<file path="src/rtl/core/dews_pkg.sv">
// Shared types, sizes and codes for the delay-extend block with window sums.
`default_nettype none
package dews_pkg;

  // Field and storage sizes.
  localparam int CHAN_BITS      = 4;
  localparam int MAX_CHANNELS   = 1 << CHAN_BITS;
  localparam int BLK_BITS       = 4;
  localparam int MAX_EXTEND     = 1 << BLK_BITS;
  localparam int HIST_IDX_BITS  = 10;
  localparam int HIST_ADDR_BITS = CHAN_BITS + HIST_IDX_BITS;
  localparam int HIST_WORDS     = 1 << HIST_ADDR_BITS;
  localparam int SAMPLE_BITS    = 16;
  localparam int SUM_BITS       = 25;
  localparam int ROW_BITS       = 8;
  localparam int ROW_COUNT      = 1 << ROW_BITS;

  // Configuration registers.
  localparam int CNT_BITS      = 5;
  localparam int WIN_BITS      = HIST_IDX_BITS;
  localparam int CFG_IDX_BITS  = 2;
  localparam int CFG_DATA_BITS = WIN_BITS;
  localparam int ROW_FULL_BITS = BLK_BITS + CNT_BITS + 1;

  localparam logic [CNT_BITS-1:0] CHAN_COUNT_RST = CNT_BITS'(16);
  localparam logic [CNT_BITS-1:0] EXTEND_RST     = CNT_BITS'(1);
  localparam logic [WIN_BITS-1:0] WINDOW_RST     = WIN_BITS'(512);

  typedef enum logic [CFG_IDX_BITS-1:0] {
    CFG_CHANNEL_COUNT = 2'd0,
    CFG_EXTEND_FACTOR = 2'd1,
    CFG_DEMEAN_WINDOW = 2'd2
  } cfg_idx_e;

  typedef enum logic [1:0] {
    ST_CLEAR,
    ST_IDLE,
    ST_READ,
    ST_UPDATE
  } dews_state_e;

  typedef struct packed {
    logic clear;
    logic accept;
    logic issue_read;
    logic update;
    logic next_block;
  } dews_cmd_t;

  typedef struct packed {
    logic clear_last;
    logic zero_blocks;
    logic last_block;
    logic out_free;
  } dews_status_t;

endpackage
`default_nettype wire

</file>
<file path="src/rtl/core/dews_ctrl.sv">
// Sequencer for clearing, request intake and the per-block read/update loop.
`default_nettype none
module dews_ctrl (
  input  wire                  clk_i,
  input  wire                  rst_ni,
  input  wire                  in_valid_i,
  output logic                 in_stall_o,
  input  dews_pkg::dews_status_t sts_i,
  output dews_pkg::dews_cmd_t    cmd_o
);
  import dews_pkg::*;

  dews_state_e state_q, state_d;

  always_ff @(posedge clk_i or negedge rst_ni) begin
    if (!rst_ni) begin
      state_q <= ST_CLEAR;
    end else begin
      state_q <= state_d;
    end
  end

  always_comb begin
    state_d    = state_q;
    cmd_o      = '0;
    in_stall_o = 1'b1;
    case (state_q)
      ST_CLEAR: begin
        cmd_o.clear = 1'b1;
        if (sts_i.clear_last) begin
          state_d = ST_IDLE;
        end
      end
      ST_IDLE: begin
        in_stall_o = 1'b0;
        if (in_valid_i) begin
          cmd_o.accept = 1'b1;
          // With no delay blocks the sample is only stored.
          if (!sts_i.zero_blocks) begin
            state_d = ST_READ;
          end
        end
      end
      ST_READ: begin
        cmd_o.issue_read = 1'b1;
        state_d          = ST_UPDATE;
      end
      ST_UPDATE: begin
        if (sts_i.out_free) begin
          cmd_o.update = 1'b1;
          if (sts_i.last_block) begin
            state_d = ST_IDLE;
          end else begin
            cmd_o.next_block = 1'b1;
            state_d          = ST_READ;
          end
        end
      end
      default: begin
        state_d = ST_CLEAR;
      end
    endcase
  end

  a_update_needs_room: assert property (@(posedge clk_i) disable iff (!rst_ni)
    cmd_o.update |-> sts_i.out_free)
    else $error("result loaded while the output register is occupied");

  a_last_returns_idle: assert property (@(posedge clk_i) disable iff (!rst_ni)
    (cmd_o.update && sts_i.last_block) |=> (state_q == ST_IDLE))
    else $error("run did not end after its last block");

  a_read_then_update: assert property (@(posedge clk_i) disable iff (!rst_ni)
    cmd_o.issue_read |=> (state_q == ST_UPDATE))
    else $error("memory read not followed by the update step");

endmodule
`default_nettype wire

</file>
<file path="config.mk">
export PLATFORM = sky130hd
export DESIGN_NAME = dews_ctrl
export DESIGN_NICKNAME = d
export VERILOG_FILES = /design/src/rtl/core/dews_pkg.sv /design/src/rtl/core/dews_ctrl.sv
export SDC_FILE = /design/constraint.sdc
export NUM_CORES = 1
export LEC_CHECK = 0
export ABC_AREA = 1
export ABC_CLOCK_PERIOD_IN_PS = 900
export BUFFER_PORTS_ARGS = -buffer_cell sky130_fd_sc_hd__buf_4
export CORE_AREA = 2 2 39 41
export DETAILED_ROUTE_END_ITERATION = 12
export DIE_AREA = 0 0 41 43
export PLACE_DENSITY_LB_ADDON = 0.15
export SYNTH_ARGS = -nofsm -noshare
export SYNTH_HDL_FRONTEND = slang
export SYNTH_SLANG_ARGS = --single-unit
</file>
<file path="constraint.sdc">
create_clock -name clk_i -period 0.9 [get_ports clk_i]
set_input_delay 0.09 -clock clk_i [delete_from_list [all_inputs] [get_ports clk_i]]
set_output_delay 0.09 -clock clk_i [all_outputs]
set_load 0.03 [all_outputs]
</file>
* Word-level counts from Yosys, hierarchy flattened
Cells that the tools add are included.
Storage, ports and cells: bits in registers 2, latch bits 0, memory bits (writable) 0, ROM bits 0, bits of input ports 7, output and inout port bits 6, logic and storage cells 24, memories 0
Operators by class: $add $sub $neg 0, multipliers 0, div/mod/pow operators 0, $lt $le $gt $ge 0, equality and inequality tests 7, shift operators 0, mux-type cells 14, bitwise gates (word level) 0, reductions and logical operators 2
Operators by type and width (number):
- $mux 2 | 7
- $ne 2x2->1 const B | 4
- $pmux 2 s4 | 1
- $mux 1 | 6
- $eq 2x2->1 const B | 2
- $reduce_and 4->1 | 1
- $eq 2x1->1 const B | 1
- $logic_not 2->1 | 1

* Longest topological paths before layout
word-level depth 3, mapped depth 7, mapped depth without buffers 6

* Worst setup path after synthesis
Ideal clock, no wire load.
path kind register -> output, start point reg state_q[0], end point out cmd_o[0] (netlist bit), arrival 1.178 ns, data required time 0.810 ns, setup slack -0.368 ns, stages on the path, launching flop included 4, buffers on the path 1, path through dfrtp_1 > buf_6 > nand2_1 > nor3_1
RTL lines:
- start: declaration | line dews_ctrl.sv:13 | dews_state_e state_q, state_d;
- start signal: assignment | line dews_ctrl.sv:19 | state_q <= state_d;
- end: declaration | line dews_ctrl.sv:9 | output dews_pkg::dews_cmd_t cmd_o

==> impl_metrics.py <==
metrics = {
    "run_status": {
        "status": "finished, violations left",
        "violations": "setup timing",
    },
    "power": {
        "leakage_nw": 0.242,
        "irDropWorstVdd_mv": 1.52,
        "switchingPower_mw": 0.759,
        "internal-power_mw": 0.923,
        "power_density_nw_per_um2": 3600,
        "power.share.switching": 0.451,
        "p_clk_frac": 0.117,
        "p_comb_frac": 0.747,
        "seqPwrFrac": 0.136,
    },
    "logic_synthesis": {
        "synth.area.mux_share": 0,
        "netlist_instances": 31,
        "netlist.area_leader.share": 0.267,
        "syn_nets": 38,
        "synth_seq_cells": 2,
        "synth_cell_types": 14,
        "synth_top_family_by_area": "simple AND/OR/NAND/NOR gates",
        "synth-compound-area-share": 0.0933,
        "synth-xor-area-share": 0,
        "synth_area_leaders": "dfrtp_1 27%, nor2_1 14%, nand2_1 12%",
        "synth-simple-area-share": 0.460,
        "yosys_warnings": 0,
        "syn_avg_cell_area_um2": 6.05,
        "synth_top_area_cell": "dfrtp_1",
        "synth-adder-area-share": 0,
        "synth-seq-area-share": 0.267,
        "synth_area_um2": 188,
    },
    "worst_hold_path": {
        "hold_class": "in2async",
    },
    "layout": {
        "largest_register": "state_q",
        "drive_gt1_frac": 0.667,
        "largest_registers": "state_q: 2 flops",
        "num-fill-cells": 150,
        "largest_reg_flops": 2,
        "finalNetCount": 63,
        "n_antenna_cell": 0,
        "area_growth_pct": 149,
        "utilization": 0.338,
    },
    "floorplanning": {
        "die_y_um": 43,
        "core_region_area_um2": 1380,
        "die_area_um2": 1760,
        "initial_core_util": 0.136,
        "dieWidth_um": 41,
        "io_pins": 13,
        "rows": 14,
    },
    "worst_setup_path": {
        "end_kind": "output port",
        "r2r_cells": 5,
        "arrival_ns": 1.07,
        "crit_type": "reg2out",
        "crit_fanout": 4,
        "start_kind": "flop",
        "crit_required_ns": 0.81,
    },
    "global_route": {
        "antenna_found_initial": 0,
        "grt_start_max_net_pins": 5,
        "grt.overflow.total": 0,
        "grt_pass1_wl_um": 1040,
        "track_usage": 0.0873,
        "first_global_vias": 283,
    },
    "cts": {
        "clockBufferDepth": 2,
        "cts_made_buffers": 3,
        "clk_pin_slew_worst_paths_ns": 0.03,
        "h-tree-depth": 1,
        "insertion_delay_ns": 0.22,
        "cts.sinks": 2,
        "cts_tree": "done",
        "root_buffer": "clkbuf_4",
    },
    "placed_design": {
        "place_congestion": 0.705,
        "portBuffers": 12,
        "place_ws_ns": -0.175,
        "dpl.hpwl_um": 413,
    },
    "sta": {
        "fin_crit_sh": 1.29,
        "rsz0062_at_grt": "yes",
        "fmax_ghz": 0.861,
        "worstMarginPinSlew_ns": 0.160,
        "hold_viol": 0,
        "final-setup-viol-count": 8,
        "slew_violations": 0,
        "maxSlewHeadroom": 0.893,
        "setup_slack_ns": -0.262,
        "period_minus_slack_ns": 1.16,
        "whs_ns": 0.189,
        "skew_ns": 0.00352,
    },
    "detailed_routing": {
        "drt_iter0_drc": 0,
        "vias_per_cell": 3.91,
        "firstDrtPassIters": 1,
        "drt-wirelength-per-cell_um": 8.84,
        "drcViolationCount": 0,
        "antenna_left": 0,
        "wl_um": 619,
        "vias": 274,
    },
    "flow_run": {
        "maxCapViolCount": 0,
    },
}
==> timing repair <==
item | in CTS | in global routing
resized for setup | 13 | 3
hold buffers | 1 | 0
hold endpoints to repair | 2 | 0
setup endpoints to repair | 8 | 8
pin swaps | 5 | 6
setup buffers | 6 | 2
gates cloned | 0 | 0
==> synth_stat cells <==
cell,n
buf_6,1
o21ai_1,1
inv_1,5
nand2_1,6
nor3_1,1
nand3_1,2
nand3_2,1
nand2_2,1
nor2_1,7
o21ai_0,1
dfrtp_1,2
o21bai_1,1
inv_2,1
nor2_2,1
==> power by group through the flow <==
| stage | clock, mW | combinational, mW | sequential [mW] |
|---|---|---|---|
| final | 0.196 | 1.26 | 0.229 |
| after global routing | 0.221 | 1.35 | 0.236 |
| after CTS | 0.207 | 1.14 | 0.225 |
| after detailed placement | 0 | 0.700 | 0.237 |
| after global placement | 0 | 0.709 | 0.235 |
| after floorplan | 0 | 0.589 | 0.176 |
==> worst paths after layout <==
check                                start    endpoint  slack, ns
worst min register to register  state_q[1]  state_q[1]       0.70
worst min-delay path                rst_ni  state_q[1]       0.19
min in group clk_i                sts_i[2]  state_q[1]       0.21
max in group asynchronous           rst_ni  state_q[0]       0.61
worst max-delay path            state_q[1]    cmd_o[3]      -0.26
worst max register to register  state_q[0]  state_q[1]      -0.19
==> cell type report <==
type / count / area [µm²] / area share
flip-flops and latches: 2 / 52.6 / 0.112
repair buffers: 21 / 191 / 0.409
well taps: 16 / 20.0 / 0.0428
clock buffers: 3 / 22.5 / 0.0481
inverters: 6 / 25.0 / 0.0535
multi-input cells: 22 / 156 / 0.334
==> kinds of logic (layout without fill, tap and decap cells) <==
| kind of cell | after synthesis | count (layout) |
|---|---|---|
| and+or+nand+nor | 19 | 19 |
| buffers and inverters | 7 | 30 |
| DFF | 2 | 2 |
| AOI/OAI and AO/OA | 3 | 3 |
==> worst max-delay path, cell delays in order, from the launching register on <==
cell     delay [ns]
dfrtp_2        0.44
inv_4          0.10
nand2_4        0.07
nor2_4         0.10
buf_6          0.13
==> layout by cell type (no fill, tap or decap), drive strengths merged <==
cell	n
buf	20
clkbuf	3
dfrtp	2
dlygate4sd3	1
inv	6
nand2	7
nand3	3
nor2	8
nor3	1
o21ai	2
o21bai	1
==> layer usage <==
layer  wire, µm  up-vias  track usage
met3         40        0       0.0314
met5          0        -            0
met2        332       12        0.125
met4          0        0       0.0600
li1           -      139            -
met1        246      123        0.103
==> per-stage QoR <==
step | setup TNS [ns] | std cells | area [µm²] | power (mW)
after floorplan | -0.634 | 31 | 208 | 0.765
final | -1.63 | 70 | 468 | 1.68
after global placement | -0.690 | 58 | 307 | 0.944
after CTS | -1.64 | 68 | 440 | 1.58
after global routing | -2.03 | 70 | 468 | 1.80
after detailed placement | -0.706 | 58 | 307 | 0.937
(Power assumes the default switching activity.)
